$ cat config.mk
export PLATFORM = sky130hd
export DESIGN_NAME = mtos_cell
export DESIGN_NICKNAME = d
export VERILOG_FILES = /design/src/rtl/core/mtos_pkg.sv /design/src/rtl/core/mtos_cell.sv
export SDC_FILE = /design/constraint.sdc
export NUM_CORES = 1
export LEC_CHECK = 0
export ABC_AREA = 1
export BUFFER_PORTS_ARGS = -buffer_cell sky130_fd_sc_hd__buf_4
export CAP_MARGIN = 15
export CORE_MARGIN = 2
export CORE_UTILIZATION = 40
export CTS_BUF_LIST = sky130_fd_sc_hd__clkbuf_2 sky130_fd_sc_hd__clkbuf_4 sky130_fd_sc_hd__clkbuf_8
export CTS_CLUSTER_SIZE = 8
export DETAILED_ROUTE_END_ITERATION = 7
export GPL_TIMING_DRIVEN = 0
export PLACE_DENSITY = 0.85
export SKIP_CTS_REPAIR_TIMING = 1
export SYNTH_ARGS = -nofsm -noshare
export SYNTH_HDL_FRONTEND = slang
export SYNTH_SLANG_ARGS = --single-unit
$ cat constraint.sdc
create_clock -name clk -period 1.8 [get_ports clk]
set_clock_uncertainty 0.15 [all_clocks]
set_input_delay 0.18 -clock clk [delete_from_list [all_inputs] [get_ports clk]]
set_output_delay 0.18 -clock clk [all_outputs]
set_load 0.01 [all_outputs]
$ cat src/rtl/core/mtos_pkg.sv
// Shared types and codes for the move-to-top order stack.
package mtos_pkg;

  localparam int ID_FIELD_W    = 8;
  localparam int COUNT_FIELD_W = 5;

  localparam logic KIND_ADD    = 1'b0;
  localparam logic KIND_DELETE = 1'b1;

  typedef struct packed {
    logic                  kind;
    logic [ID_FIELD_W-1:0] window_id;
  } req_t;

  typedef struct packed {
    logic                     was_present;
    logic                     dropped;
    logic [COUNT_FIELD_W-1:0] entry_count;
    logic [ID_FIELD_W-1:0]    top_id;
  } rsp_t;

  // Broadcast to every cell of the chain.
  typedef struct packed {
    logic                  add_en;
    logic                  del_en;
    logic [ID_FIELD_W-1:0] id;
  } cell_cmd_t;

endpackage

$ cat src/rtl/core/mtos_cell.sv
// One stack slot: compares the broadcast id and shifts toward either neighbor.
module mtos_cell #(
  parameter int W = 8
) (
  input  logic              clk,
  input  mtos_pkg::cell_cmd_t cmd,
  input  logic              valid,
  input  logic              hit_in,
  input  logic [W-1:0]      above,
  input  logic [W-1:0]      below,
  output logic              hit_out,
  output logic              match,
  output logic [W-1:0]      data
);
  import mtos_pkg::*;

  logic [W-1:0] data_next;

  assign match   = valid && (data == cmd.id[W-1:0]);
  assign hit_out = hit_in || match;

  // add: everything from the top down to the old copy moves one slot deeper
  // delete: everything from the match on pulls up from below
  always_comb begin
    priority if (cmd.add_en && !hit_in) begin
      data_next = above;
    end else if (cmd.del_en && hit_out) begin
      data_next = below;
    end else begin
      data_next = data;
    end
  end

  always_ff @(posedge clk) begin
    data <= data_next;
  end

endmodule
==> reports/results.env, run 1 <==
FIRST_PASS_GRT_WIRE_LENGTH_MM=2.325
FLIP_FLOP_AND_LATCH_COUNT_AFTER_SYNTHESIS=8
HOLD_PATH_START='below[2]'
IO-PIN-COUNT=39
CTS-BUFFERS-INSERTED=3
SYNTH-SEQ-AREA-SHARE=0.4220
ANTENNA_VIOLATING_NETS_POST_ROUTE=0
DR.FIRST_ITER.DRC_COUNT=2
LEAKAGEPOWER_nW=0.5017
FINAL-SEQ-AREA_UM2=240.2
MOST_COMMON_CELL_AFTER_LAYOUT_FILL_AND_TAPS_ASIDE='buf_4'
POWER.SHARE.COMBINATIONAL=0.302
LARGEST_REGISTER='data'
YS_WARN_COUNT=0
SYNTH-XOR-AREA-SHARE=0.01538
START_KIND='flip-flop'
TIMING.CRITICAL_PATH.REQUIRED_NS=1.47
ROUTE.DETAILED.DRC=0
MIN_PERIOD_OVER_PERIOD=0.9834
CTS_MAX_LEVEL=1
FINAL_CORE_UTILIZATION=0.7066
DRV_SLEW=0
FINALSETUPVIOLATIONS=0
POWER_DENSITY_mW_PER_MM2=588.6
WORST-ENDPOINT-ARRIVAL_NS=1.44
DP_HPWL_MM=1.246
GRT_MAX_DEGREE=10
GP_CONGESTION=0.6562
DRT-PASS1-ITER-COUNT=4
CLOCK_LATENCY_OF_THE_LATER_CLOCKED_REGISTER_IN_THE_WORST_SKEW_PAIR_NS=0.26
MOSTFREQUENTLAYOUTCELLS='buf_4 (41), nand2_1 (21), inv_1 (16), mux2_2 (8), edfxtp_1 (8)'
POSTSYNTHNETCOUNT=100
CTS_TREE='done'
MAIN_COMBINATIONAL_CELL_FAMILY_BY_AREA_AFTER_SYNTHESIS='simple AND/OR/NAND/NOR gates'
SYN_AREA_PER_CELL_UM2=8.018
CRIT_PATH_START='data[7]$_DFFE_PP_'
GRT_SETUP_UNREPAIRED='true'
DP.CELLS=124
VIAS=625
BUFFER_PORTS.INSERTED=38
DIE_WIDTH_UM=41.73
OUTCOME='finished clean'
ROUTE.DETAILED.VIAS_PER_INST=4.808
NUM_ANTENNA_CELLS=0
POWER.SHARE.CLOCK=0.268
TIMING.HOLD.WORST.CLASS='in2reg'
CTS_MAX_PATH_BUFFERS=2
WORST_SETUP_PATH_END_KIND='primary output'
DIE_H_UM=41.73
WORSTREG2REGSTART='data[7]$_DFFE_PP_'
NUM-FILL-CELLS=93
FMAX_GHz=0.5650
TRITONCTS_SINK_COUNT=8
REPORT.POWER.TOTAL_uW=547.9
ACTUAL_TRANSITION_AT_THE_WORST_MAX_TRANSITION_PIN_NS=0.2300
AREA_GROWTH_SYN_TO_LAYOUT_PCT=63.52
FLOORPLAN.DIE_AREA_MM2=0.001741
CLKTRANSATPATHREGS_NS=0.06
FIRST_GLOBAL_VIAS=574
HOLD_VIOLATIONS=0
PLACEABLE_CORE_REGION_MM2=0.001318
SYNTH_CELL_TYPE_COUNT=13
LARGESTREGISTERS='data (8)'
PATH_CLASS='reg2out'
AREA_USED_BY_MULTI_INPUT_COMBINATIONAL_LOGIC_UM2=281.5
FRACTION_OF_FINAL_LAYOUT_CELLS_WITH_DRIVE_STRENGTH_GREATER_THAN_1=0.4957
FINAL.SETUP.TNS_NS=0
TOTAL_SWITCHING_POWER_uW=153.0
FLOORPLAN.ROWS=13
TOTAL_STANDARD_CELL_AREA_AFTER_SYNTHESIS_UM2=569.3
INTERNAL_POWER_uW=394.9
VDD_DROP_MAX_uV=392.0
MAX-CAP-VIOLATIONS=0
SW_RATIO=0.2793
FINAL_PERIOD_MINUS_WORST_SETUP_SLACK_NS=1.770
ANTENNA_FOUND_INITIAL=0
NUM-NETS-FINAL=146
SYNTH_COMPOUND_AREA_FRAC=0.02418
POWER_FRAC_SEQ=0.430
START_UTIL=0.4321
INSTANCES_NO_FILL=130
TIMING.SLEW.HEADROOM=0.8461
SYNTH_MUX_AREA_FRAC=0.1582
TOTALWIRELENGTH_MM=1.704
GATE_COUNT_OF_THE_MAPPED_NETLIST=71
CLOCK_TREE.ROOT_CELL='clkbuf_4'
ARITHMETIC_CELL_SHARE_OF_THE_SYNTHESIZED_AREA_COUNTING_FULL_ADDERS_HALF_ADDERS_AND_MAJORITY_GATES=0
GRTUSAGETOTAL=0.1797
GLOBALROUTEOVERFLOWTOTAL=0
SYNTH-SIMPLE-AREA-SHARE=0.2747
WORST-PATH-MAX-FANOUT=3
FLIP_FLOP_COUNT_OF_THE_LARGEST_REGISTER_ALL_COPIES_AND_WORDS_ADDED=8
WL_PER_CELL_UM=13.11
-- cells in the mapped netlist --
cell | instances | area share
o21ai_0 | 1 | 0.0088
nand3_1 | 3 | 0.026
edfxtp_1 | 8 | 0.42
nand2_1 | 22 | 0.15
nand4_1 | 1 | 0.011
nor3b_1 | 2 | 0.026
inv_1 | 16 | 0.11
xor2_1 | 1 | 0.015
a21oi_2 | 1 | 0.015
nor2_1 | 4 | 0.026
mux2_2 | 8 | 0.16
nand2_2 | 2 | 0.022
nor3_1 | 2 | 0.018
-- critical path, stage by stage (launching register included) --
cell and delay, ns:
edfxtp_1 0.41, buf_4 0.17, a21oi_2 0.12, nand2_1 0.05, nor2_1 0.09, nand3_1 0.11
nand2_2 0.10, buf_4 0.13
-- area by class of cell --
type | count | share of cell area
well taps | 15 | 0.02016
inverters | 16 | 0.06452
multi-input cells | 47 | 0.3024
repair buffers | 41 | 0.3306
flip-flops and latches | 8 | 0.2581
clock buffers | 3 | 0.02419
-- cell families after synthesis --
family,Yosys count
compound gates,2
xor+xnor,1
buf+inv,16
flops,8
mux,8
simple gates,36
-- per-layer routing --
layer	track usage	vias up	share of wire
met5	0	-	0
met4	0.09677	0	0.043
met3	0.03913	6	0.069
met2	0.3625	25	0.59
met1	0.1580	280	0.30
li1	-	314	-
-- power by group through the flow --
stage	Sequential, mW	Clock (mW)	Combinational, mW
detailed placement	0.240	0	0.151
finish	0.236	0.147	0.166
global route	0.237	0.159	0.181
global placement	0.238	0	0.145
CTS	0.236	0.138	0.152
floorplan	0.244	0	0.0621
-- worst paths after layout --
path | end | slack [ns] | cells after the start
setup / recovery | hit_out | 0.03 | 7
hold reg to reg | data[0]$_DFFE_PP_ | 0.92 | 7
hold / removal | data[2]$_DFFE_PP_ | 0.07 | 2
setup reg to reg | data[5]$_DFFE_PP_ | 0.09 | 8
-- per-stage QoR --
stage	area (um2)	worst slack [ns]	hold WS, ns
4_1_cts	895.9	0.03081	0.07646
5_1_grt	930.9	-0.05120	0.05365
3_3_place_gp	873.3	0.1314	0.3368
6_report	930.9	0.02994	0.06760
3_5_place_dp	873.3	0.07663	0.3360
2_1_floorplan	569.3	0.1542	0.2499
Note: power is estimated with default switching activity, not from simulation.
==> run 2, diff against run 1 <==
- CTS_BUF_LIST: sky130_fd_sc_hd__clkbuf_2 sky130_fd_sc_hd__clkbuf_4 sky130_fd_sc_hd__clkbuf_8 -> not set
- clock period: 1.8 -> 2.1 ns (I/O delays scaled with it)
==> reports/results.env, run 2 (same netlist as run 1, synthesis figures left out) <==
CLOCK_TREE.ROOT_CELL='clkbuf_4'
CRIT_PATH_START='data[7]$_DFFE_PP_'
FINALINSTANCEAREA_UM2=895.9  # -3.8%
MOSTFREQUENTLAYOUTCELLS='buf_4 (38), nand2_1 (22), inv_1 (16), mux2_2 (8), edfxtp_1 (8)'
FLOORPLAN.ROWS=13  # unchanged
POWER_DENSITY_mW_PER_MM2=499.9  # -15%
PLACEABLE_CORE_REGION_MM2=0.001318  # unchanged
TRITONCTS_SINK_COUNT=8  # unchanged
FIRST_GLOBAL_VIAS=574  # unchanged
TIMING.HOLD.WORST.CLASS='in2reg'
PATH_CLASS='reg2out'
CTS_MAX_PATH_BUFFERS=2  # unchanged
POWER.SHARE.CLOCK=0.260  # -0.008
GRT_MAX_DEGREE=10  # unchanged
CLKTRANSATPATHREGS_NS=0.05  # about the same
SW_RATIO=0.2583  # -0.02097
MOST_COMMON_CELL_AFTER_LAYOUT_FILL_AND_TAPS_ASIDE='buf_4'
DPL_CELL_AREA_UM2=873.3  # unchanged
START_UTIL=0.4321  # unchanged
CP_SLOWEST_STAGE_DELAY_NS=0.45  # +0.04 ns
FINAL_CORE_UTILIZATION=0.6800  # -0.02659
FMAX_GHz=0.5593
POWER.SHARE.COMBINATIONAL=0.287  # -0.015
HOLD_PATH_START='above[5]'
INSTANCES_NO_FILL=127  # -2.3%
DRV_SLEW=0  # unchanged
ROUTE.DETAILED.VIAS_PER_INST=4.764  # -0.91%
CTS_MAX_LEVEL=1  # unchanged
INTERNAL_POWER_uW=332.2  # -16%
VIAS=605  # -3.2%
DR.FIRST_ITER.DRC_COUNT=5  # +3
DRT-PASS1-ITER-COUNT=4  # unchanged
FINAL.SETUP.TNS_NS=0  # unchanged
WORST-PATH-MAX-FANOUT=4  # +1
MAX-CAP-VIOLATIONS=0  # unchanged
CTS-BUFFERS-INSERTED=3  # unchanged
ACTUAL_TRANSITION_AT_THE_WORST_MAX_TRANSITION_PIN_NS=0.3078  # +0.07777 ns
ANTENNA_FOUND_INITIAL=0  # unchanged
POWER_FRAC_SEQ=0.452  # +0.022
CLOCK_LATENCY_OF_THE_LATER_CLOCKED_REGISTER_IN_THE_WORST_SKEW_PAIR_NS=0.25  # about the same
MIN_PERIOD_OVER_PERIOD=0.8514
WORSTPATHCELLLIST='xor2_1, nor3b_1, nand2_1, nor3_1, buf_4'
FINAL_PERIOD_MINUS_WORST_SETUP_SLACK_NS=1.788
FINALSETUPVIOLATIONS=0  # unchanged
WL_PER_CELL_UM=11.31  # -14%
GLOBALROUTEOVERFLOWTOTAL=0  # unchanged
WORST_SLACK_NS=0.3120  # +0.2820 ns
GRTUSAGETOTAL=0.1797  # unchanged
FRACTION_OF_FINAL_LAYOUT_CELLS_WITH_DRIVE_STRENGTH_GREATER_THAN_1=0.4643  # -0.03137
TOTALWIRELENGTH_MM=1.436  # -16%
CRITICAL_PATH.SLOWEST_CELL='edfxtp_1'
WORST-ENDPOINT-ARRIVAL_NS=1.43  # about the same
GP_CONGESTION=0.6562  # unchanged
FINAL-SEQ-AREA_UM2=240.2  # unchanged
CTS_TREE='done'
FLOORPLAN.DIE_AREA_MM2=0.001741  # unchanged
HOLD_VIOLATIONS=0  # unchanged
OUTCOME='finished clean'
DP_HPWL_MM=1.246  # unchanged
NUM-FILL-CELLS=98  # +5.4%
WORST_SETUP_PATH_END_KIND='primary output'
LEAKAGEPOWER_nW=0.4853  # -3.3%
VDD_DROP_MAX_uV=400.9  # +2.3%
DP.CELLS=124  # unchanged
DIE_WIDTH_UM=41.73  # unchanged
LARGESTREGISTERS='data (8)'
TIMING.SLEW.HEADROOM=0.7943  # -0.05180
TIMING.CRITICAL_PATH.REQUIRED_NS=1.74  # +0.27 ns
ROUTE.DETAILED.DRC=0  # unchanged
FLIP_FLOP_COUNT_OF_THE_LARGEST_REGISTER_ALL_COPIES_AND_WORDS_ADDED=8  # unchanged
AREA_GROWTH_SYN_TO_LAYOUT_PCT=57.36
DP_WORST_SETUP_SLACK_NS=0.3766  # +0.3000 ns
BUFFER_PORTS.INSERTED=38  # unchanged
DIE_H_UM=41.73  # unchanged
TOTAL_SWITCHING_POWER_uW=115.7  # -24%
START_KIND='flip-flop'
NUM-NETS-FINAL=143  # -2.1%
GRT_SETUP_UNREPAIRED='false'
NUM_ANTENNA_CELLS=0  # unchanged
ANTENNA_VIOLATING_NETS_POST_ROUTE=0  # unchanged
AREA_USED_BY_MULTI_INPUT_COMBINATIONAL_LOGIC_UM2=269.0  # -4.4%
LARGEST_REGISTER='data'
WORSTREG2REGSTART='data[6]$_DFFE_PP_'
FIRST_PASS_GRT_WIRE_LENGTH_MM=2.325  # unchanged
IO-PIN-COUNT=39  # unchanged
-- run 2: final timing paths --
| check | end | slack, ns | cells past startpoint |
|---|---|---|---|
| setup / recovery | match | 0.31 | 5 |
| hold / removal | data[5]$_DFFE_PP_ | 0.11 | 2 |
| setup reg to reg | data[3]$_DFFE_PP_ | 0.37 | 9 |
| hold reg to reg | data[6]$_DFFE_PP_ | 1.03 | 7 |
-- run 2: worst max-delay path, delay by kind of cell, from the launching register on --
family,cells,cell delay [ns]
simple gates,3,0.40
flops,1,0.45
buf+inv,1,0.15
xor+xnor,1,0.17
-- run 2: cell type report --
cell class                      instances  share of cell area
Sequential cell                         8              0.2682
Multi-Input combinational cell         47              0.3003
Tap cell                               15             0.02095
Timing Repair Buffer                   38              0.3184
Clock buffer                            3             0.02514
Inverter                               16             0.06704
-- run 2: power groups by stage --
| stage | combinational (mW) | clock (mW) | sequential, mW |
|---|---|---|---|
| after floorplan | 0.0532 | 0 | 0.209 |
| after CTS | 0.130 | 0.119 | 0.203 |
| after detailed placement | 0.129 | 0 | 0.206 |
| after global placement | 0.124 | 0 | 0.204 |
| final | 0.129 | 0.117 | 0.203 |
| after global routing | 0.143 | 0.124 | 0.204 |
-- run 2: stage by stage --
step | power, mW | hold slack [ns]
6_report | 0.4479 | 0.1102
3_3_place_gp | 0.3283 | 0.3668
4_1_cts | 0.4515 | 0.1065
3_5_place_dp | 0.3349 | 0.3660
2_1_floorplan | 0.2625 | 0.2799
5_1_grt | 0.4712 | 0.1054
-- run 2: per-layer routing --
metal / vias to the layer above / wire length [um] / GRT usage
met2: 24 / 831 / 0.3625
met4: 0 / 31 / 0.09677
met1: 270 / 470 / 0.1580
li1: 307 / - / -
met5: - / 0 / 0
met3: 4 / 102 / 0.03913
